### src/design/tfd_pkg.sv
// ----------------------------------------------------------------------------
// tfd_pkg
// Shared types and status codes of the time-span floor divider.
// ----------------------------------------------------------------------------
package tfd_pkg;

    localparam int FIELD_WIDTH = 64;

    typedef enum logic [1:0] {
        STATUS_OK       = 2'd0,
        STATUS_INVALID  = 2'd1,
        STATUS_DIV_ZERO = 2'd2
    } status_t;

    typedef struct packed {
        logic signed [FIELD_WIDTH-1:0] dividend;
        logic signed [FIELD_WIDTH-1:0] divisor;
        logic                          last_in;
    } tfd_in_t;

    typedef struct packed {
        logic signed [FIELD_WIDTH-1:0] quotient;
        status_t                       status;
        logic                          last_out;
    } tfd_out_t;

    // control that rides along with each word through the cell chain
    typedef struct packed {
        status_t status;
        logic    neg;
        logic    last;
    } tfd_side_t;

endpackage

### src/design/tfd_cell.sv
// ----------------------------------------------------------------------------
// tfd_cell
// One restoring division step: shifts in a dividend bit, trial subtracts,
// and registers the partial remainder and quotient bit for the next cell.
// ----------------------------------------------------------------------------
module tfd_cell import tfd_pkg::*; #(
    parameter int W = 64
) (
    input  logic         aclk,
    input  logic         aresetn,
    input  logic         en,
    input  logic         in_valid,
    input  tfd_side_t    in_side,
    input  logic [W-1:0] in_rem,
    input  logic [W-1:0] in_acc,
    input  logic [W-1:0] in_dsr,
    output logic         out_valid,
    output tfd_side_t    out_side,
    output logic [W-1:0] out_rem,
    output logic [W-1:0] out_acc,
    output logic [W-1:0] out_dsr
);

    logic            valid_reg;
    tfd_side_t       side_reg;
    logic [W-1:0]    rem_reg;
    logic [W-1:0]    rem_next;
    logic [W-1:0]    acc_reg;
    logic [W-1:0]    acc_next;
    logic [W-1:0]    dsr_reg;
    logic [W-1:0]    partial;
    logic [W:0]      diff;
    logic            take;

    always_comb begin
        partial  = {in_rem[W-2:0], in_acc[W-1]};
        diff     = {1'b0, partial} - {1'b0, in_dsr};
        take     = ~diff[W];
        rem_next = take ? diff[W-1:0] : partial;
        acc_next = {in_acc[W-2:0], take};
    end

    always_ff @(posedge aclk) begin
        if (!aresetn) begin
            valid_reg <= 1'b0;
        end else if (en) begin
            valid_reg <= in_valid;
        end
    end

    always_ff @(posedge aclk) begin
        if (en) begin
            side_reg <= in_side;
            rem_reg  <= rem_next;
            acc_reg  <= acc_next;
            dsr_reg  <= in_dsr;
        end
    end

    assign out_valid = valid_reg;
    assign out_side  = side_reg;
    assign out_rem   = rem_reg;
    assign out_acc   = acc_reg;
    assign out_dsr   = dsr_reg;

endmodule

### config.mk
export PLATFORM = sky130hd
export DESIGN_NAME = tfd_cell
export DESIGN_NICKNAME = d
export VERILOG_FILES = /design/src/design/tfd_pkg.sv /design/src/design/tfd_cell.sv
export SDC_FILE = /design/constraint.sdc
export NUM_CORES = 1
export LEC_CHECK = 0
export ABC_AREA = 0
export BUFFER_PORTS_ARGS = -buffer_cell sky130_fd_sc_hd__clkbuf_2
export CAP_MARGIN = 10
export CORE_MARGIN = 10
export CORE_UTILIZATION = 45
export CTS_CLUSTER_SIZE = 14
export DETAILED_ROUTE_END_ITERATION = 8
export HOLD_SLACK_MARGIN = 0.12
export MAX_ROUTING_LAYER = met4
export PLACE_DENSITY = 0.82
export SLEW_MARGIN = 20
export SYNTH_ARGS = -nofsm -noshare
export SYNTH_HDL_FRONTEND = slang
export SYNTH_SLANG_ARGS = --single-unit
### constraint.sdc
create_clock -name aclk -period 3.6 [get_ports aclk]
set_input_delay 0.72 -clock aclk [delete_from_list [all_inputs] [get_ports aclk]]
set_output_delay 0.72 -clock aclk [all_outputs]
set_load 0.03 [all_outputs]
# Word-level counts from Yosys, hierarchy flattened
# Cells that the tools add are included.
dict set report op_classes {
  n_addsub 1
  muxes 1
  bitwise_logic 1
}
# op n
set op_table {}
lappend op_table {{$sub A64 B64 Y65} 1}
lappend op_table {{$mux W64} 1}
lappend op_table {{$not A1 Y1} 1}
dict set report word_totals {
  reg_bits 197
  inputBits 200
  output_inout_bits 197
  word_cells 10
}

# Longest topological paths before layout
dict set report depth {
  depth_word 2
  ltp_mapped 15
  mapped_depth_nobuf 13
}

# Worst setup path after synthesis
# Ideal clock, no wire load.
dict set report synth_timing {
  path_kind {input -> register}
  startpoint {in in_acc[63]}
  endpoint {reg rem_reg[28], in the netlist out_rem[28] (data pin)}
  setup_ps 260
  t_arrival_ps 3137
  required_ps 3340
  slack_ps 204
  cell_stages 13
  n_path_buf 1
  cell_sequence {inv_1 -> ha_1 -> fa_1 -> nand2b_1 -> a21o_1 -> a21oi_2 -> o31a_1 -> a22oi_1 -> a21oi_2 -> a31oi_1 -> o21ai_2 -> buf_4 -> mux2_2}
}
dict set report synth_between {
  elab_chain_len 2
}
# element line_no
set synth_rtl {}
lappend synth_rtl {{start, declared} tfd_cell.sv:15} ;# input logic [W-1:0] in_acc,
lappend synth_rtl {{$sub A64 B64 Y65} tfd_cell.sv:37} ;# diff = {1'b0, partial} - {1'b0, in_dsr};
lappend synth_rtl {{$mux W64} tfd_cell.sv:39} ;# rem_next = take ? diff[W-1:0] : partial;
lappend synth_rtl {{named net rem_next[28]} tfd_cell.sv:27} ;# logic [W-1:0] rem_next;
lappend synth_rtl {{end signal, assigned} tfd_cell.sv:54} ;# rem_reg <= rem_next;
lappend synth_rtl {{end, declared} tfd_cell.sv:26} ;# logic [W-1:0] rem_reg;
# The timed path passes the listed nets, and every way through them passes these cells.
# A chain may end at the register's enable or synchronous reset.

# Worst setup path after layout
dict set report layout_timing {
  startpoint {in in_acc[63]}
  endpoint {reg rem_reg[15], in the netlist out_rem[15] (data pin)}
}
# Same word-level chain as after synthesis.

==> flow_summary.yaml <==
run_status:
  status: "complete, no violations"
final_layout:
  nNetsFinal: 1740
  register_area_um2: 5906
  stdcell_area_um2: 14550
  stdcell_count: 1813
  syn2layout_area_growth_pct: 36.21
  multi_input_area_um2: 4293
  drive_above_1_share_pct: 39.25
  fillers: 1969
global_route:
  gr-total-overflow: 0
  grt_max_degree: 70
  grt_pass1_wl_mm: 53.96
  track_usage_pct: 23.33
  grt_pass1_vias: 9861
  grt_antenna_before_repair: 6
clock_network:
  postCtsHoldBufs: 0
  htreeDepth: 4
  cts.sinks: 197
  path_clk_slew_ns: 0.09
  clock_tree.buffer_depth: 2
  cts_tree: "done"
  cts_buffers: 17
  clock-root-buffer: "clkbuf_16"
  clk_latency_ns: 0.43
drt:
  ant_nets: 0
  route.detailed.drc: 0
  via_per_inst: 5.214
  wire_per_inst_um: 19.65
  vias: 9453
  wl_mm: 35.63
  drt_iter0_markers: 649
  drt_pre_antenna_iters: 5
critical_path:
  critPathTopFamily: "compound AO/OA/AOI/OAI gates"
  cp.buffers_inverters: 3
  crit_path_start_kind: "primary input"
  cp-startpoint: "in_acc[63]"
  r2r-start: "out_valid"
  max_stage_delay_ns: 0.38
  crit_path_max_fanout: 20
  cpMaxStageDelayCell: "fa_1"
  crit_type: "primary input to register"
  endpoint_kind: "register"
  cp_cell_sequence: "clkbuf_2 -> inv_1 -> ha_1 -> fa_1 -> nand2b_1 -> a21o_1 -> a21oi_4 -> o31a_1 -> a22oi_1 -> a21oi_2 -> a31oi_2 -> o21ai_4 -> buf_12 -> mux2_2"
  worstPathRequired_ns: 3.79
  arrival_ns: 3.66
pwr:
  switching_power_w: 0.002415
  ir_worst_vdd_mv: 0.2751
  pwr-share-seq_pct: 41.4
  powerDensity_nw_per_um2: 475.7
  intPower_w: 0.004507
  p_sw_share_pct: 34.89
  combPwrFrac_pct: 29.3
  p_clk_share_pct: 29.4
  p_leak_nw: 6.734
worst_hold_path:
  hp-class: "primary input to register"
  hp-start: "in_acc[5]"
synthesis:
  postSynthAreaPerCell_um2: 10.98
  syn_inst: 973
  ys_async_sr_fraction_pct: 0
  ys_seq_area_share_pct: 55.28
  yosys.cell_types.count: 58
  synth_edf_count: 196
  ys.warnings.count: 0
  yosys-top-cells-count: "196 x edfxtp_1, 127 x a21oi_1, 84 x nor2_1"
  synth.top_cells.by_area: "edfxtp_1 55%, ha_1 7.5%, a21oi_1 5.9%"
  synth_top_area_share_pct: 55.09
  synth_top_cell_by_area: "edfxtp_1"
  synth_ff_type: "edfxtp_1"
  synth_area_um2: 10680
  synth.most_common_cell: "edfxtp_1"
  syn_nets: 1238
  ys_seq_elements: 197
timing:
  whs_ns: 0.4488
  setup_viol: 0
  layout_min_cycle_time_ns: 3.470
  maxSlewViolCount: 0
  fin_tns_setup_ns: 0
  worstMarginPinSlew_ns: 0.5720
  fin_skew_ns: 0
  finalCritPeriodShare_pct: 96.38
  hold_violations: 0
  maxSlewHeadroom_pct: 61.87
  timing.fmax_mhz: 288.2
die:
  coreArea_um2: 23400
  io_pins: 397
  placementRows: 56
  die_h_um: 174.1
  start_util_pct: 45.65
  die_w_um: 174.1
  dieArea_um2: 30300
placement:
  place_inst: 1775
  placed_area_um2: 13880
  dp_hpwl_mm: 29.62
  portBuffers: 395
  finalWeightedCongestion: 0.8980
flow_run:
  drv_cap: 0
[registers in the layout, summed over array words and instances, names as in the netlist]
register,flops
out_acc,64
out_dsr,64
out_rem,64
out_side,4
out_valid,1
[power by group through the flow]
stage | clock, W | sequential [W] | combinational, W
2_1_floorplan | 0 | 0.00338 | 0.000746
3_3_place_gp | 0 | 0.00291 | 0.00198
3_5_place_dp | 0 | 0.00292 | 0.00202
4_1_cts | 0.00206 | 0.00286 | 0.00203
5_1_grt | 0.00216 | 0.00288 | 0.00218
6_report | 0.00203 | 0.00286 | 0.00203
[repair_timing]
item | CTS | global route
setup buffers | 0 | 0
endpoints found under the setup margin | 0 | 46
resized for setup | 0 | 2
[final cells by class]
class	count	area share (%)
inverters	81	2.089
well taps	319	2.743
clock inverters	15	1.462
diodes	6	0.1032
repair buffers	523	20.59
multi-input cells	655	29.50
clock buffers	17	2.923
flip-flops and latches	197	40.58
[cells in the final DEF (no fill, tap or decap), drive strengths merged, types with 30 or more instances in the layout]
cell type,count
nor2,84
edfxtp,196
inv,89
buf,128
ha,64
o21ai,52
xor2,31
xnor2,30
a21oi,134
nand2,70
clkbuf,412
[path summary, 6_finish.rpt]
kind | cells past startpoint | to | slack, ns
max | 14 | out_rem[15] | 0.13
min reg2reg | 2 | out_valid | 0.54
max reg2reg | 2 | out_valid | 3.00
min | 1 | out_acc[6] | 0.45
[stage by stage]
step	worst slack (ns)	power, W	utilization [%]
2_1_floorplan	0.2037	0.004129	-
3_3_place_gp	-0.3385	0.004888	59.33
3_5_place_dp	-0.4002	0.004936	59.33
4_1_cts	0.04504	0.006958	62.06
5_1_grt	-0.001830	0.007228	62.18
6_report	0.1303	0.006922	62.18
[worst reg2reg max path, delay by kind of cell (launching register included)]
kind          cells  cell delay (ns)
simple gates      1             0.06
flops             1             0.32
mux               1             0.13
[cells by family (layout without fill, tap and decap cells)]
| logic type | Yosys count | after routing | share of synthesized area [%] |
|---|---|---|---|
| AOI/OAI and AO/OA | 277 | 277 | 15.53 |
| and+or+nand+nor | 236 | 236 | 10.10 |
| DFF | 197 | 197 | 55.28 |
| buffers and inverters | 121 | 636 | 4.732 |
| adders and majority gates | 65 | 65 | 7.683 |
| xor gates and xnor gates | 61 | 61 | 5.001 |
| muxes | 16 | 16 | 1.675 |
| other | 0 | 6 | 0 |
[per-layer routing]
layer  wire length, um  part of all wire, %  global-route usage (%)  vias to the layer above
met1             13350                   37                   24.15                     4440
met3              2453                  6.9                   6.284                       49
li1                  -                    -                       -                     4591
met5                 0                    0                       -                        -
met2             18990                   53                   42.51                      373
met4               849                  2.4                   6.769                        0
(Power assumes the default switching activity.)
