### config.mk
export PLATFORM = sky130hd
export DESIGN_NAME = tfd_prep
export DESIGN_NICKNAME = d
export VERILOG_FILES = /design/src/design/tfd_pkg.sv /design/src/design/tfd_prep.sv
export SDC_FILE = /design/constraint.sdc
export NUM_CORES = 1
export LEC_CHECK = 0
export ABC_AREA = 1
export BUFFER_PORTS_ARGS = -buffer_cell sky130_fd_sc_hd__buf_2
export CAP_MARGIN = 20
export CORE_MARGIN = 2
export CORE_UTILIZATION = 45
export DETAILED_ROUTE_END_ITERATION = 8
export PLACE_DENSITY = 0.77
export SLEW_MARGIN = 20
export SYNTH_ARGS = -nofsm -noshare
export SYNTH_HDL_FRONTEND = slang
export SYNTH_SLANG_ARGS = --single-unit
### constraint.sdc
create_clock -name vclk -period 3.5
set_input_delay 0.525 -clock vclk [all_inputs]
set_output_delay 0.525 -clock vclk [all_outputs]
set_load 0.005 [all_outputs]
### src/design/tfd_pkg.sv
// ----------------------------------------------------------------------------
// tfd_pkg
// Shared types and status codes of the time-span floor divider.
// ----------------------------------------------------------------------------
package tfd_pkg;

    localparam int FIELD_WIDTH = 64;

    typedef enum logic [1:0] {
        STATUS_OK       = 2'd0,
        STATUS_INVALID  = 2'd1,
        STATUS_DIV_ZERO = 2'd2
    } status_t;

    typedef struct packed {
        logic signed [FIELD_WIDTH-1:0] dividend;
        logic signed [FIELD_WIDTH-1:0] divisor;
        logic                          last_in;
    } tfd_in_t;

    typedef struct packed {
        logic signed [FIELD_WIDTH-1:0] quotient;
        status_t                       status;
        logic                          last_out;
    } tfd_out_t;

    // control that rides along with each word through the cell chain
    typedef struct packed {
        status_t status;
        logic    neg;
        logic    last;
    } tfd_side_t;

endpackage

### src/design/tfd_prep.sv
// ----------------------------------------------------------------------------
// tfd_prep
// Operand check and magnitude forming ahead of the division chain.
// ----------------------------------------------------------------------------
module tfd_prep import tfd_pkg::*; #(
    parameter int W = 64
) (
    input  tfd_in_t         in_word,
    output tfd_side_t       side,
    output logic [W-1:0]    mag_a,
    output logic [W-1:0]    mag_b
);

    logic [W-1:0] a;
    logic [W-1:0] b;
    logic [W-1:0] nat;

    assign a   = in_word.dividend[W-1:0];
    assign b   = in_word.divisor[W-1:0];
    assign nat = {1'b1, {(W-1){1'b0}}};

    always_comb begin
        side.last = in_word.last_in;
        side.neg  = a[W-1] ^ b[W-1];
        if (a == nat || b == nat) begin
            side.status = STATUS_INVALID;
        end else if (b == '0) begin
            side.status = STATUS_DIV_ZERO;
        end else begin
            side.status = STATUS_OK;
        end
        mag_a = a[W-1] ? (~a + 1'b1) : a;
        mag_b = b[W-1] ? (~b + 1'b1) : b;
    end

endmodule

== Yosys cells after proc, flatten, opt, wreduce, memory -nomap -nowiden ==
Cells that the tools add are included.
Widths: inputs -> output; s select.
Word-level totals
  register bits after elaboration: 0
  input bits: 129
  output and inout port bits: 132
Operators by class
  add/subtract/negate cells: 2
  equality and inequality tests: 2
  mux-type cells: 4
  bitwise logic cells: 3
  reduce and logical (&&, ||, !) cells: 2
Operators with widths (count)
  $add 64x1->64 const B: 2
  $eq 64x64->1 const B: 2
  $mux 64: 2
  $not 64->64: 2
  $logic_not 64->1: 1
  $mux 2: 2
  $logic_or 1x1->1: 1
  $xor 1x1->1: 1

== Longest topological paths before layout ==
  depth in word-level cells: 3
  mapped depth: 11
  gate-level depth less buffers: 11

== Worst setup path before layout ==
Ideal clock, no wire load.
  path type: input to output
  from: input in_word[2] (netlist bit)
  to: output mag_b[32]
  arrival time: 1.588 ns
  slack: 1.387 ns
  stages: 9
  path buffers: 0
  cells stage by stage: inv_1 > ha_1 > nand3_2 > nor2_2 > nand2_2 > nor2_1 > nand2_1 > nand2_1 > xor2_1
Between the ends
  longest elaborated chain between the ends: 3
Ends and longest elaborated chain
  start: declaration: RTL line tfd_prep.sv:8  | input tfd_in_t in_word,
  $not 64->64: RTL line tfd_prep.sv:33  | mag_b = b[W-1] ? (~b + 1'b1) : b;
  $add 64x1->64: RTL line tfd_prep.sv:33
  $mux 64: RTL line tfd_prep.sv:33
  end: declaration: RTL line tfd_prep.sv:11  | output logic [W-1:0] mag_b
Every way passes these cells.

== Worst setup path after layout ==
  from: input in_word[2] (netlist bit)
  to: output mag_b[28]
The elaborated chain is that of the path after synthesis.

==> impl_results.html <==
<table>
<tr><th>Metric</th><th>Value</th></tr>
<tr><th colspan="2">Run status</th></tr>
<tr><td>Status</td><td>completed</td></tr>
<tr><th colspan="2">Critical path</th></tr>
<tr><td>CP endpoint kind</td><td>primary output</td></tr>
<tr><td>First element of the critical path</td><td>in_word[2]</td></tr>
<tr><td>Max stage delay on crit path</td><td>around 0.23 ns</td></tr>
<tr><td>Worst Path Class, Setup</td><td>in -&gt; out</td></tr>
<tr><td>Data required time at the worst endpoint</td><td>a little under 3 ns</td></tr>
<tr><td>CP startpoint kind</td><td>input pin</td></tr>
<tr><td>CP arrival</td><td>2.06 ns</td></tr>
<tr><td>Critical path endpoint</td><td>mag_b[28]</td></tr>
<tr><td>CP Cell Sequence</td><td>buf_2 -&gt; inv_1 -&gt; ha_1 -&gt; nand3_2 -&gt; nor2_2 -&gt; nand2_2 -&gt; nand2_2 -&gt; nand2_2 -&gt; nor2_2 -&gt; xor2_1 -&gt; buf_2</td></tr>
<tr><td>Maximum net fanout on the critical path</td><td>5</td></tr>
<tr><td>CP dominant cell by count</td><td>sky130_fd_sc_hd__nand2_2</td></tr>
<tr><td>Slowest cell on crit path</td><td>sky130_fd_sc_hd__xor2_1</td></tr>
<tr><th colspan="2">Timing</th></tr>
<tr><td>Clock period minus worst slack</td><td>2.586 ns</td></tr>
<tr><td>Final-layout worst hold slack</td><td>1.050 ns</td></tr>
<tr><td>Total setup violations reported at the end of the flow</td><td>0</td></tr>
<tr><td>Slew at the pin closest to its max-slew limit</td><td>~0.57 ns</td></tr>
<tr><td>Slew Limit Headroom</td><td>0.6172</td></tr>
<tr><td>RSZ-0062 raised after global routing</td><td>no</td></tr>
<tr><td>Max Transition Viols Final</td><td>0</td></tr>
<tr><td>Max Clk Rate</td><td>386.7 MHz</td></tr>
<tr><td>Setup_tns</td><td>0 ns</td></tr>
<tr><td>Part of the cycle the worst path needs</td><td>0.7388</td></tr>
<tr><td>Final hold violations</td><td>0</td></tr>
<tr><th colspan="2">Detailed routing</th></tr>
<tr><td>Routed via count divided by cell count</td><td>5.213</td></tr>
<tr><td>Antenna-violating nets left</td><td>0</td></tr>
<tr><td>Average wire per standard cell</td><td>14.56 microns</td></tr>
<tr><td>Number of detailed-routing iterations run before antenna repair</td><td>5</td></tr>
<tr><td>Vias after detailed routing</td><td>6980</td></tr>
<tr><td>Drt initial violations</td><td>464</td></tr>
<tr><td>Total detailed-routing wirelength</td><td>19500 microns</td></tr>
<tr><td>Remaining routing DRC violations</td><td>0</td></tr>
<tr><th colspan="2">Min path</th></tr>
<tr><td>Classification of the worst-slack hold path</td><td>in -&gt; out</td></tr>
<tr><th colspan="2">Run</th></tr>
<tr><td>Max-capacitance violation count</td><td>0</td></tr>
<tr><th colspan="2">Global route</th></tr>
<tr><td>Number of antenna violations at the first check in global routing</td><td>0</td></tr>
<tr><td>Total global routing overflow</td><td>0</td></tr>
<tr><td>Pin count of the biggest net entering global routing</td><td>57</td></tr>
<tr><td>Overall routing resource usage</td><td>0.3286</td></tr>
<tr><td>Number of global-route vias before repair</td><td>around 6300</td></tr>
<tr><td>Wire length of the first global-routing pass</td><td>about 30000 microns</td></tr>
<tr><th colspan="2">Power and ir drop</th></tr>
<tr><td>Power density cells</td><td>about 110 mW/mm^2</td></tr>
<tr><td>Leakage power of the design</td><td>0.003207 uW</td></tr>
<tr><td>Worst IR Drop VDD</td><td>0.07406 mV</td></tr>
<tr><th colspan="2">Synth</th></tr>
<tr><td>Number of warnings reported in the yosys synthesis log</td><td>0</td></tr>
<tr><td>Synthesized area divided by synthesized cell count</td><td>around 4.8 sq um</td></tr>
<tr><td>Sequential cell area fraction in the yosys report</td><td>0</td></tr>
<tr><td>Number of unique standard cell types used by synthesis</td><td>33</td></tr>
<tr><td>Post-synth net total</td><td>1091</td></tr>
<tr><td>Count of mapped cells out of synthesis</td><td>960</td></tr>
<tr><td>Netlist Area Pre-Place</td><td>~0.0046 sq mm</td></tr>
<tr><th colspan="2">Die</th></tr>
<tr><td>Core box area</td><td>0.01014 sq mm</td></tr>
<tr><td>Initial standard-cell utilization of the core</td><td>0.4566</td></tr>
<tr><td>Rows</td><td>37</td></tr>
<tr><td>Die Span Y</td><td>between 100 and 150 microns</td></tr>
<tr><td>Top-level I/O count</td><td>261</td></tr>
<tr><td>Die Span X</td><td>105.4 microns</td></tr>
<tr><td>DIE AREA</td><td>0.01112 sq mm</td></tr>
<tr><th colspan="2">Placed design</th></tr>
<tr><td>Weighted congestion at the end of routability-driven global placement</td><td>1.024</td></tr>
<tr><td>Port Buf Inserts</td><td>259</td></tr>
<tr><td>Hpwl dp</td><td>17150 microns</td></tr>
<tr><td>Cell count after placement</td><td>1339</td></tr>
<tr><th colspan="2">Clock network</th></tr>
<tr><td>Number of buffers added to fix hold violations after cts</td><td>0</td></tr>
<tr><td>Quantity of gates resized following cts</td><td>0</td></tr>
<tr><td>Post-CTS Setup Inserts</td><td>0</td></tr>
<tr><th colspan="2">Cells and area</th></tr>
<tr><td>Layout Nets</td><td>1336</td></tr>
<tr><td>Most used cells in the layout excluding fill and tap cells</td><td>315 x sky130_fd_sc_hd__nand2_1, 259 x sky130_fd_sc_hd__buf_2, 179 x sky130_fd_sc_hd__nor2_1</td></tr>
<tr><td>Synthesis-to-layout area growth</td><td>30.00%</td></tr>
<tr><td>Filler cell count in the final layout</td><td>1201</td></tr>
<tr><td>Number of antenna repair diodes</td><td>0</td></tr>
<tr><td>Area taken by flip-flops and latches</td><td>0 sq um</td></tr>
<tr><td>Non-filler instance count after layout</td><td>about 1300</td></tr>
<tr><td>Clock buffer count in the final layout</td><td>0</td></tr>
<tr><td>Fraction of layout cells with a size suffix above 1</td><td>0.2727</td></tr>
<tr><td>Most common cell after layout, fill and taps aside</td><td>sky130_fd_sc_hd__nand2_1</td></tr>
<tr><td>Seq Cell Count</td><td>0</td></tr>
</table>
-- per-stage QoR --
step                      instance area, sq um  total power [uW]    util  setup slack, ns
after floorplan                           4629             345.7       -            1.387
after global placement                    6018             662.7  0.5936           0.9878
after detailed placement                  6018             662.8  0.5936           0.9337
after CTS                                 6018             665.4  0.5936           0.9343
after global routing                      6018             734.9  0.5936           0.7682
final                                     6018             669.1  0.5936           0.9140
-- synthesized netlist by cell type (2+ instances only) --
cell type	count	area (sq um)
sky130_fd_sc_hd__nor3_1	3	15.01
sky130_fd_sc_hd__nand2_2	9	56.30
sky130_fd_sc_hd__o21bai_2	2	22.52
sky130_fd_sc_hd__nand2_4	2	22.52
sky130_fd_sc_hd__inv_1	107	401.6
sky130_fd_sc_hd__nand3_1	123	615.6
sky130_fd_sc_hd__nand2_1	315	1182
sky130_fd_sc_hd__ha_1	2	25.02
sky130_fd_sc_hd__xor2_1	51	446.7
sky130_fd_sc_hd__xnor2_1	18	157.7
sky130_fd_sc_hd__nand3_2	7	70.07
sky130_fd_sc_hd__buf_4	4	30.03
sky130_fd_sc_hd__o211ai_1	2	15.01
sky130_fd_sc_hd__o21bai_4	2	37.54
sky130_fd_sc_hd__o21ai_0	28	140.1
sky130_fd_sc_hd__clkbuf_1	5	18.77
sky130_fd_sc_hd__nand3b_1	6	45.04
sky130_fd_sc_hd__nor2_1	179	671.9
sky130_fd_sc_hd__nor2_2	14	87.58
sky130_fd_sc_hd__a21oi_1	4	20.02
sky130_fd_sc_hd__buf_2	8	40.04
sky130_fd_sc_hd__nor2_4	11	123.9
sky130_fd_sc_hd__nand3_4	2	35.03
sky130_fd_sc_hd__a31oi_1	3	18.77
sky130_fd_sc_hd__o21ai_2	8	70.07
sky130_fd_sc_hd__o21ai_1	6	30.03
sky130_fd_sc_hd__nand4_1	25	156.4
sky130_fd_sc_hd__inv_2	9	33.78
-- layer usage --
layer | vias up | track usage | routed length, microns
li1 | 3516 | - | -
met1 | 3060 | 0.3891 | 7542
met2 | 344 | 0.6069 | 9490
met3 | 60 | 0.03154 | 1661
met4 | 0 | 0.1219 | 806
met5 | - | 0 | 0
-- how the worst min path moves through the flow --
stage,from,end,slack [ns],cells past startpoint
2_1_floorplan,in_word[77],mag_a[12],1.11,1
3_3_place_gp,in_word[0],side[0],1.05,0
3_5_place_dp,in_word[0],side[0],1.05,0
4_1_cts,in_word[0],side[0],1.05,0
5_1_grt,in_word[0],side[0],1.05,0
6_report,in_word[0],side[0],1.05,0
-- critical path, delay by kind of cell --
family / cells / cell delay [ns]
simple gates: 6 / 0.73
buf+inv: 3 / 0.35
xor+xnor: 1 / 0.23
fa+ha+maj: 1 / 0.22
-- where the power goes --
group	switching (uW)	internal [uW]
Combinational	404	265
Sequential	0	0
Clock	0	0
Total	404	265
-- cells by family (layout without fill, tap and decap cells) --
logic type                 count (synthesis)  after routing  share of synthesized area
and+or+nand+nor                          698            698                     0.6684
adders and majority gates                  2              2                   0.005405
xor gates and xnor gates                  69             69                     0.1305
buffers and inverters                    134            377                     0.1141
AOI/OAI and AO/OA                         57             57                    0.08162
-- final cells by class --
class                      count  area [sq um]  share of cell area
timing repair buffer         261          1311              0.2179
multi-input combinational    826          4101              0.6815
inverter                     116         435.4             0.07235
tap                          136         170.2             0.02827
(Power assumes the default switching activity.)
