### config.mk
export PLATFORM = sky130hd
export DESIGN_NAME = tfd_post
export DESIGN_NICKNAME = d
export VERILOG_FILES = /design/src/design/tfd_pkg.sv /design/src/design/tfd_post.sv
export SDC_FILE = /design/constraint.sdc
export NUM_CORES = 1
export LEC_CHECK = 0
export ABC_AREA = 1
export BUFFER_PORTS_ARGS = -buffer_cell sky130_fd_sc_hd__buf_2
export CAP_MARGIN = 0
export CORE_AREA = 2 2 97 99
export DETAILED_ROUTE_END_ITERATION = 6
export DIE_AREA = 0 0 99 101
export PLACE_DENSITY = 0.66
export SYNTH_ARGS = -nofsm -noshare
export SYNTH_HDL_FRONTEND = slang
export SYNTH_SLANG_ARGS = --single-unit
export TNS_END_PERCENT = 20
### constraint.sdc
create_clock -name vclk -period 2.15
set_input_delay 0.1075 -clock vclk [all_inputs]
set_output_delay 0.1075 -clock vclk [all_outputs]
set_load 0.01 [all_outputs]
### src/design/tfd_pkg.sv
// ----------------------------------------------------------------------------
// tfd_pkg
// Shared types and status codes of the time-span floor divider.
// ----------------------------------------------------------------------------
package tfd_pkg;

    localparam int FIELD_WIDTH = 64;

    typedef enum logic [1:0] {
        STATUS_OK       = 2'd0,
        STATUS_INVALID  = 2'd1,
        STATUS_DIV_ZERO = 2'd2
    } status_t;

    typedef struct packed {
        logic signed [FIELD_WIDTH-1:0] dividend;
        logic signed [FIELD_WIDTH-1:0] divisor;
        logic                          last_in;
    } tfd_in_t;

    typedef struct packed {
        logic signed [FIELD_WIDTH-1:0] quotient;
        status_t                       status;
        logic                          last_out;
    } tfd_out_t;

    // control that rides along with each word through the cell chain
    typedef struct packed {
        status_t status;
        logic    neg;
        logic    last;
    } tfd_side_t;

endpackage

### src/design/tfd_post.sv
// ----------------------------------------------------------------------------
// tfd_post
// Applies the sign and floor correction and forms the result word.
// ----------------------------------------------------------------------------
module tfd_post import tfd_pkg::*; #(
    parameter int W = 64
) (
    input  tfd_side_t    side,
    input  logic [W-1:0] uq,
    input  logic [W-1:0] rem,
    output tfd_out_t     out_word
);

    logic signed [W-1:0] q;

    always_comb begin
        if (side.status != STATUS_OK) begin
            q = '0;
        end else if (side.neg) begin
            // floor of a negative inexact quotient: -uq - 1 == ~uq
            q = (rem != '0) ? ~uq : (~uq + 1'b1);
        end else begin
            q = uq;
        end
        out_word.quotient = FIELD_WIDTH'(q);
        out_word.status   = side.status;
        out_word.last_out = side.last;
    end

endmodule

# Yosys cells after proc, flatten, opt, wreduce, memory -nomap -nowiden
# Cells that the tools add are included.
# word_totals
regBits	0
in_bits	132
out_inout_bits	67
word_cells	7
# classes
n_addsub	1
mux	3
n_bitwise	1
n_reduce_logical	2
# op_table
op	count
two-way mux 64 bit	3
adder 64 x 1 -> 64 bit (second input constant)	1
inverter 64 bit	1
nonzero test 64 bit	1
nonzero test 2 bit	1

# Logic depth before layout (Yosys ltp)
# Gate-level depths: netlist of run 1.
# depth
ltp_word	5
ltp_mapped	13
ltp_nobuf	12

# Worst setup path before layout of run 1
# OpenSTA, ideal clock, no wires.
# synth_path
path_kind	input port to output port
startpoint	in uq[0]
endpoint	out out_word[47] in the netlist's numbering
t_arrival_ns	1.352
required_ns	2.043
setup_slack_ns	0.691
stages	12
path_buffers	0
cell_sequence	inv_1 > ha_1 > nand3_1 > nor2_2 > nand2_2 > nor2_2 > nand3_1 > nand2_2 > nand3_1 > nand2_1 > nand2_1 > nor2_1
# synth_lines
element	line_no	rtl
start, declared	tfd_post.sv:9	input logic [W-1:0] uq,
end, declared	tfd_post.sv:11	output tfd_out_t out_word

==> flow_summary.yaml, run 1 <==
worst_setup_path:
  cp_cell_sequence: "buf_2 -> inv_1 -> ha_1 -> nand3_1 -> nor2_2 -> nand2_2 -> nor2_2 -> nand3_1 -> nand2_2 -> o21ai_0 -> a21oi_1 -> buf_2"
  crit_fanout: 5
  critPathMaxStageDelay_ps: 220
  crit_path_top_delay_cell: "ha_1"
  cp-start-kind: "input pin"
  cp.arrival_ps: 1860
  critPathCaptureType: "primary output"
  worstPathRequired_ps: 2040
  worst-setup-path-type: "input pin to primary output"
grt:
  antenna_found_initial: 0
  grt_max_degree: 65
  grt_pass1_wl_mm: 20.1
  gr-total-overflow: 0
  track_usage_pct: 24.0
  grt_pass1_vias: 4454
yosys:
  synth.top_cell.area_share_pct: 29.8
  synthXorXnorAreaFrac_pct: 0
  syn_area_mm2: 0.00304
  synthTopCellsByArea: "nor2_1 (30%), nand2_1 (27%), nand3_1 (9.6%)"
  post_synth_and_or_nand_nor_area_fraction_pct: 73.8
  ys_warn_count: 0
  syn_nets: 852
  ys_seq_area_share_pct: 0
  ys_types: 23
  netlist_instances: 719
  synth_common_cells: "nor2_1 (241), nand2_1 (218), inv_1 (61)"
  synth_compound_area_share_pct: 14.3
  synthMuxAreaShare_pct: 0
  synth_top_family_by_area: "simple AND/OR/NAND/NOR gates"
  synth_top_cell_by_area: "nor2_1"
  syn_area_per_cell_um2: 4.22
  synth_fa_ha_area_share_pct: 0.412
  yosysMostFrequentCell: "nor2_1"
power_and_ir_drop:
  irDropWorstVdd_uv: 102
  p_leak_nw: 2.29
  powerDensity_mw_per_mm2: 154
floorplanning:
  die_y_um: 101
  core-area_mm2: 0.00898
  die_w_um: 99
  start_util_pct: 33.8
  std_cell_rows: 35
  dieArea_mm2: 0.0100
  ioPinCount: 199
placement:
  pre_cts_ws_ps: 188
  io_buffers: 197
  gp_congestion: 0.964
  dp_hpwl_mm: 10.8
cts:
  postCtsHoldBufs: 0
  cts_resized: 0
  post_cts_buffers: 0
detailed_routing:
  drt_iter0_drc: 279
  firstDrtPassIters: 4
  drt-total-wl_mm: 12.6
  drt-vias-per-instance: 4.95
  wl_per_cell_um: 12.3
  postRouteAntennaNets: 0
  drc: 0
  dr_total_vias: 5039
timing:
  clock.fmax_mhz: 509
  tightest_slew_ps: 663
  max_slew_margin_pct: 55.8
  fin_crit_ps: 1970
  finalHoldViolCount: 0
  finalSetupViolCount: 0
  rsz0062_at_grt: "yes"
  final_max_slew_viol_count: 0
  setup_ws_ps: 184
  fin_crit_sh_pct: 91.5
  whs_ps: 215
run_status:
  status: "finished clean"
cells_and_area:
  syn2layout_area_growth_pct: 37.8
  register_area_um2: 0
  drive_above_1_share_pct: 25.0
  diodes: 0
  fin_nets: 1043
  seq_cells: 0
  nClkBuffers: 0
min_path:
  holdCritStartpoint: "side[0]"
  hold_path.class: "input pin to primary output"
  hold_depth: 0
  min_to: "out_word[0]"
flow_run:
  maxCapViolations: 0
==> power breakdown <==
group	total, W	internal, W	leakage, nW	switching, W
registers	0	0	0	0
logic	0.000642	0.000252	2.29	0.000390
clock network	0	0	0	0
total	0.000642	0.000252	2.29	0.000390
==> layout make-up <==
cell class / instances / area, um2
Inverter: 62 / 234
Timing Repair Buffer: 209 / 1100
Tap cell: 111 / 139
Multi-Input combinational cell: 637 / 2710
Fill cell: 1097 / 4790
==> critical path: cells and delay by family <==
family / cells / cell delay (ps)
AOI/OAI and AO/OA: 2 / 290
adders and majority gates: 1 / 220
buffers and inverters: 3 / 390
and+or+nand+nor: 6 / 840
==> cell usage in the layout, fill, tap and decap left out, drive strengths merged <==
master  instances
nor2          245
a31o            1
nand3          58
inv            61
nand4          20
clkinv          1
buf           209
nor3            9
ha              1
or2             1
nand2         221
and2            1
a21oi          32
o21ai          48
==> cell families (layout without fill, tap and decap cells) <==
| group | count (synthesis) | count (layout) |
|---|---|---|
| compound gates | 81 | 81 |
| buf+inv | 82 | 271 |
| simple gates | 555 | 555 |
| fa+ha+maj | 1 | 1 |
==> stage by stage <==
| stage | instances | cell area, um2 | power (W) | TNS [ps] | utilization, % |
|---|---|---|---|---|---|
| 6_report | 1019 | 4180 | 0.000642 | 0 | 46.6 |
| 5_1_grt | 1019 | 4180 | 0.000727 | -19.7 | 46.6 |
| 4_1_cts | 1019 | 4170 | 0.000639 | 0 | 46.4 |
| 3_5_place_dp | 1019 | 4170 | 0.000636 | 0 | 46.4 |
| 3_3_place_gp | 1019 | 4170 | 0.000633 | 0 | 46.4 |
| 2_1_floorplan | 719 | 3040 | 0.000335 | 0 | - |
==> per-layer routing <==
metal  track usage, %  part of all wire, %
met2             42.8                   46
met5                0                    0
met1             32.1                   45
met3             2.36                  8.3
met4             2.63                  1.6
==> how the worst max path moves through the flow <==
stage               slack (ps)   from            to
floorplan                  690  uq[0]  out_word[47]
global placement           160  uq[0]  out_word[23]
detailed placement         190  uq[0]  out_word[23]
CTS                        180  uq[0]  out_word[23]
global route               -20  uq[0]  out_word[63]
finish                     180  uq[0]  out_word[23]
(Power assumes the default switching activity.)
==> run 2, diff against run 1 <==
RECOVER_POWER = 100   (was default)
clock period = 2.5 ns   (was 2.15 ns; I/O delays follow)
==> run 2 against run 1 <==
  * Global-route usage fell by 0.26 points
  * Worst setup slack better by 160 ps
  * Routed wire length increased by 0.34%
  * Non-clock buffer count fell by 6
  * Core utilization down 1.5 points
  * Worst hold slack better by 35 ps
  * Design area fell by 3.3%
  * First-iteration DRC count rose by 5.7%
  * Via count shrank 0.62%
  * Sequential share of layout area did not move
  * Critical path depth is the same
  * Final cell count down 0.59%
  * Critical path type unchanged
  * Highest routed layer unchanged
==> flow_summary.yaml, run 2 (same netlist as run 1, synthesis figures left out) <==
floorplanning:
  dieArea_mm2: 0.0100
  ioPinCount: 199
  core-area_mm2: 0.00898
  std_cell_rows: 35
  start_util_pct: 33.8
  die_w_um: 99
  die_y_um: 101
min_path:
  hold_path.class: "input pin to primary output"
cells_and_area:
  multi_input_area_mm2: 0.00268
  register_area_um2: 0
  seq_cells: 0
  nClkBuffers: 0
  fillCellCount: 1100
  fin_area_mm2: 0.00405
  diodes: 0
  final_common_cell: "nor2_1"
  syn2layout_area_growth_pct: 33.3
  mostFrequentLayoutCells: "nor2_1 (241), nand2_1 (220), buf_2 (146)"
  fin_nets: 1037
  drive_above_1_share_pct: 18.1
detailed_routing:
  postRouteAntennaNets: 0
  dr_total_vias: 5008
  firstDrtPassIters: 6
  drt-total-wl_mm: 12.6
  drt-vias-per-instance: 4.94
  drt_iter0_drc: 295
  drc: 0
  wl_per_cell_um: 12.4
timing:
  fin_tns_setup_ps: 0
  final_max_slew_viol_count: 0
  finalSetupViolCount: 0
  rsz0062_at_grt: "no"
  max_slew_margin_pct: 68.4
  clock.fmax_mhz: 464
  fin_crit_ps: 2160
  tightest_slew_ps: 472
  finalHoldViolCount: 0
  fin_crit_sh_pct: 86.2
grt:
  grt_pass1_vias: 4328
  track_usage_pct: 23.7
  antenna_found_initial: 0
  grt_pass1_wl_mm: 19.9
  gr-total-overflow: 0
  grt_max_degree: 41
placement:
  gp_congestion: 0.978
  dp_hpwl_mm: 10.8
  place_area_mm2: 0.00412
  io_buffers: 197
cts:
  post_cts_buffers: 0
  postCtsHoldBufs: 0
  cts_resized: 0
power_and_ir_drop:
  pwr-share-seq_pct: 0
  p_int_w: 0.000200
  irDropWorstVdd_uv: 73.9
  p_comb_share_pct: 100.0
  p_leak_nw: 2.05
  p_switching_w: 0.000335
  powerDensity_mw_per_mm2: 132
  clkPwrFrac_pct: 0
  switching_share_pct: 62.7
flow_run:
  maxCapViolations: 0
worst_setup_path:
  worstPathRequired_ps: 2380
  cp-start-kind: "input pin"
  critPathCaptureType: "primary output"
  crit_fanout: 5
  worst-setup-path-type: "input pin to primary output"
  cp.arrival_ps: 2030
run_status:
  status: "finished clean"
## run 2: cell types whose count changed in the layout (fill, tap and decap cells not counted), sizes merged
cell      delta
clkinvlp     +1
clkbuf      +51
buf         -57
clkinv       -1
## run 2: power by group through the flow
stage | combinational [W] | sequential (W) | clock, W
after global routing | 0.000605 | 0 | 0
after global placement | 0.000538 | 0 | 0
after floorplan | 0.000288 | 0 | 0
after detailed placement | 0.000541 | 0 | 0
after CTS | 0.000543 | 0 | 0
final | 0.000535 | 0 | 0
## run 2: per-stage QoR
step	hold WS (ps)	util, %	worst slack, ps	total power, W	instances
2_1_floorplan	327	-	1010	0.000288	719
3_5_place_dp	250	45.9	399	0.000541	1013
5_1_grt	250	45.1	89.7	0.000605	1013
6_report	250	45.1	344	0.000535	1013
4_1_cts	250	45.9	402	0.000543	1013
3_3_place_gp	250	45.9	449	0.000538	1013
## run 2: path summary, 6_finish.rpt
kind / cells after the start / to / startpoint
setup / recovery: 12 / out_word[23] / uq[0]
hold / removal: 0 / out_word[0] / side[0]
## run 2: area by class of cell
cell class | count | share of cell area [%]
well taps | 111 | 3.43
repair buffers | 203 | 24.5
multi-input cells | 637 | 66.3
inverters | 62 | 5.78
## run 2: critical path: stages
cell      delay, ps
buf_2            90
inv_1           130
ha_1            210
nand3_1         130
nor2_1          230
nand2_1         160
nor2_2          130
nand3_1         100
nand2_1         200
o21ai_0         100
a21oi_1         220
clkbuf_1        190
## run 2: layer usage
metal  track usage, %  wire length (um)  vias to the layer above
li1                 -                 -                     2641
met3             1.60              1030                       21
met1             32.7              5700                     2107
met5                0                 0                        -
met4             4.64               272                        0
met2             40.7              5590                      239
==> run 3, diff against run 2 <==
--- a/config.mk
+++ b/config.mk
@@ -15,2 +15,3 @@
 export RECOVER_POWER = 100
+export SETUP_SLACK_MARGIN = 0.2
 export SYNTH_ARGS = -nofsm -noshare
==> constraint.sdc (replaced) <==
create_clock -name vclk -period 2.5
set_input_delay 0.625 -clock vclk [all_inputs]
set_output_delay 0.625 -clock vclk [all_outputs]
set_load 0.01 [all_outputs]
==> run 3 against run 2 <==
  * The run now ends with setup timing left
  * Routed wire length rose by 20%
  * Critical path depth rose by 3
  * Sequential share of layout area did not move
  * Worst hold slack improved by 1000 ps
  * Core utilization rose by 22 points
  * Via count rose by 14%
  * Combinational power rose by 50%
  * Worst setup slack got worse by 720 ps
  * Design area rose by 49%
  * Critical path type unchanged
==> flow_summary.yaml, run 3 (same netlist as run 1, synthesis figures left out) <==
detailed_routing:
  drt-vias-per-instance: 5.02
  firstDrtPassIters: 5
  postRouteAntennaNets: 0
  drt-total-wl_mm: 15.1
  dr_total_vias: 5734
  wl_per_cell_um: 13.2
  drc: 0
  drt_iter0_drc: 334
grt:
  grtUsageMet2_pct: 50.1
  antenna_found_initial: 0
  grt.busiest_layer: "met2"
  gr-total-overflow: 0
  track_usage_pct: 26.6
  grtUsageMet1_pct: 33.0
  grt_pass1_wl_mm: 22.5
  grt_pass1_vias: 5144
  grt.met3_usage_pct: 2.84
  grt_max_degree: 42
cells_and_area:
  drive_above_1_share_pct: 44.7
  final_common_cell: "nand2_1"
  register_area_um2: 0
  nClkBuffers: 0
  seq_cells: 0
  fin_area_mm2: 0.00602
  fin_nets: 1166
  final_cells: 1142
  syn2layout_area_growth_pct: 98.3
  mostFrequentLayoutCells: "nand2_1 (196), nor2_1 (179), buf_2 (161)"
  diodes: 0
  final_util_pct: 67.1
power_and_ir_drop:
  p_int_w: 0.000378
  pwr-share-seq_pct: 0
  irDropWorstVdd_uv: 101
  p_comb_share_pct: 100.0
  p_switching_w: 0.000422
  clkPwrFrac_pct: 0
  switching_share_pct: 52.7
  p_leak_nw: 3.08
  powerDensity_mw_per_mm2: 133
cts:
  postCtsHoldBufs: 0
timing:
  max_slew_margin_pct: 73.6
  finalHoldViolCount: 0
  final_max_slew_viol_count: 0
  fin_crit_sh_pct: 115
  fin_crit_ps: 2870
  fin_tns_setup_ps: -14710
  tightest_slew_ps: 396
  rsz0062_at_grt: "yes"
  whs_ps: 1250
  setup_ws_ps: -372
  finalSetupViolCount: 64
  clock.fmax_mhz: 348
worst_setup_path:
  cpMostUsedCell: "nand2_1"
  cp_cell_sequence: "buf_6 -> nor2_2 -> nand2_1 -> nor2_1 -> nand2_1 -> nor2_1 -> buf_4 -> nand2_8 -> nand2_8 -> buf_12 -> nand4_1 -> nand2_1 -> nand2_1 -> nor2_2 -> buf_2"
  worst-setup-path-type: "input pin to primary output"
  crit_fanout: 8
  cp.arrival_ps: 2250
  crit_path_top_delay_cell: "buf_4"
  critPathMaxStageDelay_ps: 170
  cp-start-kind: "input pin"
  critPathCaptureType: "primary output"
  worstPathRequired_ps: 1880
placement:
  dp.cells: 1135
  place_area_mm2: 0.00516
  gp_congestion: 0.928
  io_buffers: 197
  dp_hpwl_mm: 11.8
floorplanning:
  start_util_pct: 33.8
  core-area_mm2: 0.00898
  ioPinCount: 199
  std_cell_rows: 35
  dieArea_mm2: 0.0100
  die_w_um: 99
  die_y_um: 101
min_path:
  hold_path.class: "input pin to primary output"
run_status:
  violations: "setup timing"
  status: "finished with violations"
flow_run:
  maxCapViolations: 0
-- run 3: cell count changes in the layout (fill, tap and decap cells not counted), sizes merged --
cell	change
buf	+177
clkbuf	-49
clkinv	+1
clkinvlp	-1
inv	+1
-- run 3: worst max-delay path: cells and delay by family --
kind                   cells  cell delay, ps
AND/OR/NAND/NOR           11            1100
buffers and inverters      4             520
-- run 3: power by group through the flow --
| stage | sequential (W) | clock [W] | combinational, W |
|---|---|---|---|
| 2_1_floorplan | 0 | 0 | 0.000298 |
| 3_3_place_gp | 0 | 0 | 0.000666 |
| 3_5_place_dp | 0 | 0 | 0.000673 |
| 4_1_cts | 0 | 0 | 0.000730 |
| 5_1_grt | 0 | 0 | 0.000872 |
| 6_report | 0 | 0 | 0.000800 |
-- run 3: stage by stage --
step	power, W	worst slack, ps
after floorplan	0.000298	128
after global placement	0.000666	-356
after detailed placement	0.000673	-377
after CTS	0.000730	-291
after global routing	0.000872	-456
final	0.000800	-372
-- run 3: worst paths after layout --
kind / startpoint / end / slack [ps] / cells past startpoint
hold / removal: side[0] / out_word[0] / 1250 / 0
setup / recovery: rem[50] / out_word[65] / -370 / 15
-- run 3: final cells by class --
type | instances | area [um2]
tap | 111 | 139
multi-input combinational | 637 | 3280
timing repair buffer | 331 | 2320
inverter | 62 | 274
fill | 860 | 2960
timing repair inverter | 1 | 11.3
-- run 3: layer usage --
layer | up-vias | part of all wire [%] | routed length [um]
li1 | 2920 | - | -
met1 | 2552 | 41 | 6140
met2 | 236 | 51 | 7620
met3 | 26 | 6.6 | 998
met4 | 0 | 2.0 | 299
met5 | - | 0 | 0
-- run 3: timing repair --
| item | CTS | global route |
|---|---|---|
| setup buffers | 3 | 2 |
| endpoints found under the setup margin | 64 | 64 |
| pin swaps | 45 | 34 |
| resized for setup | 94 | 109 |
| gates cloned | 1 | 1 |
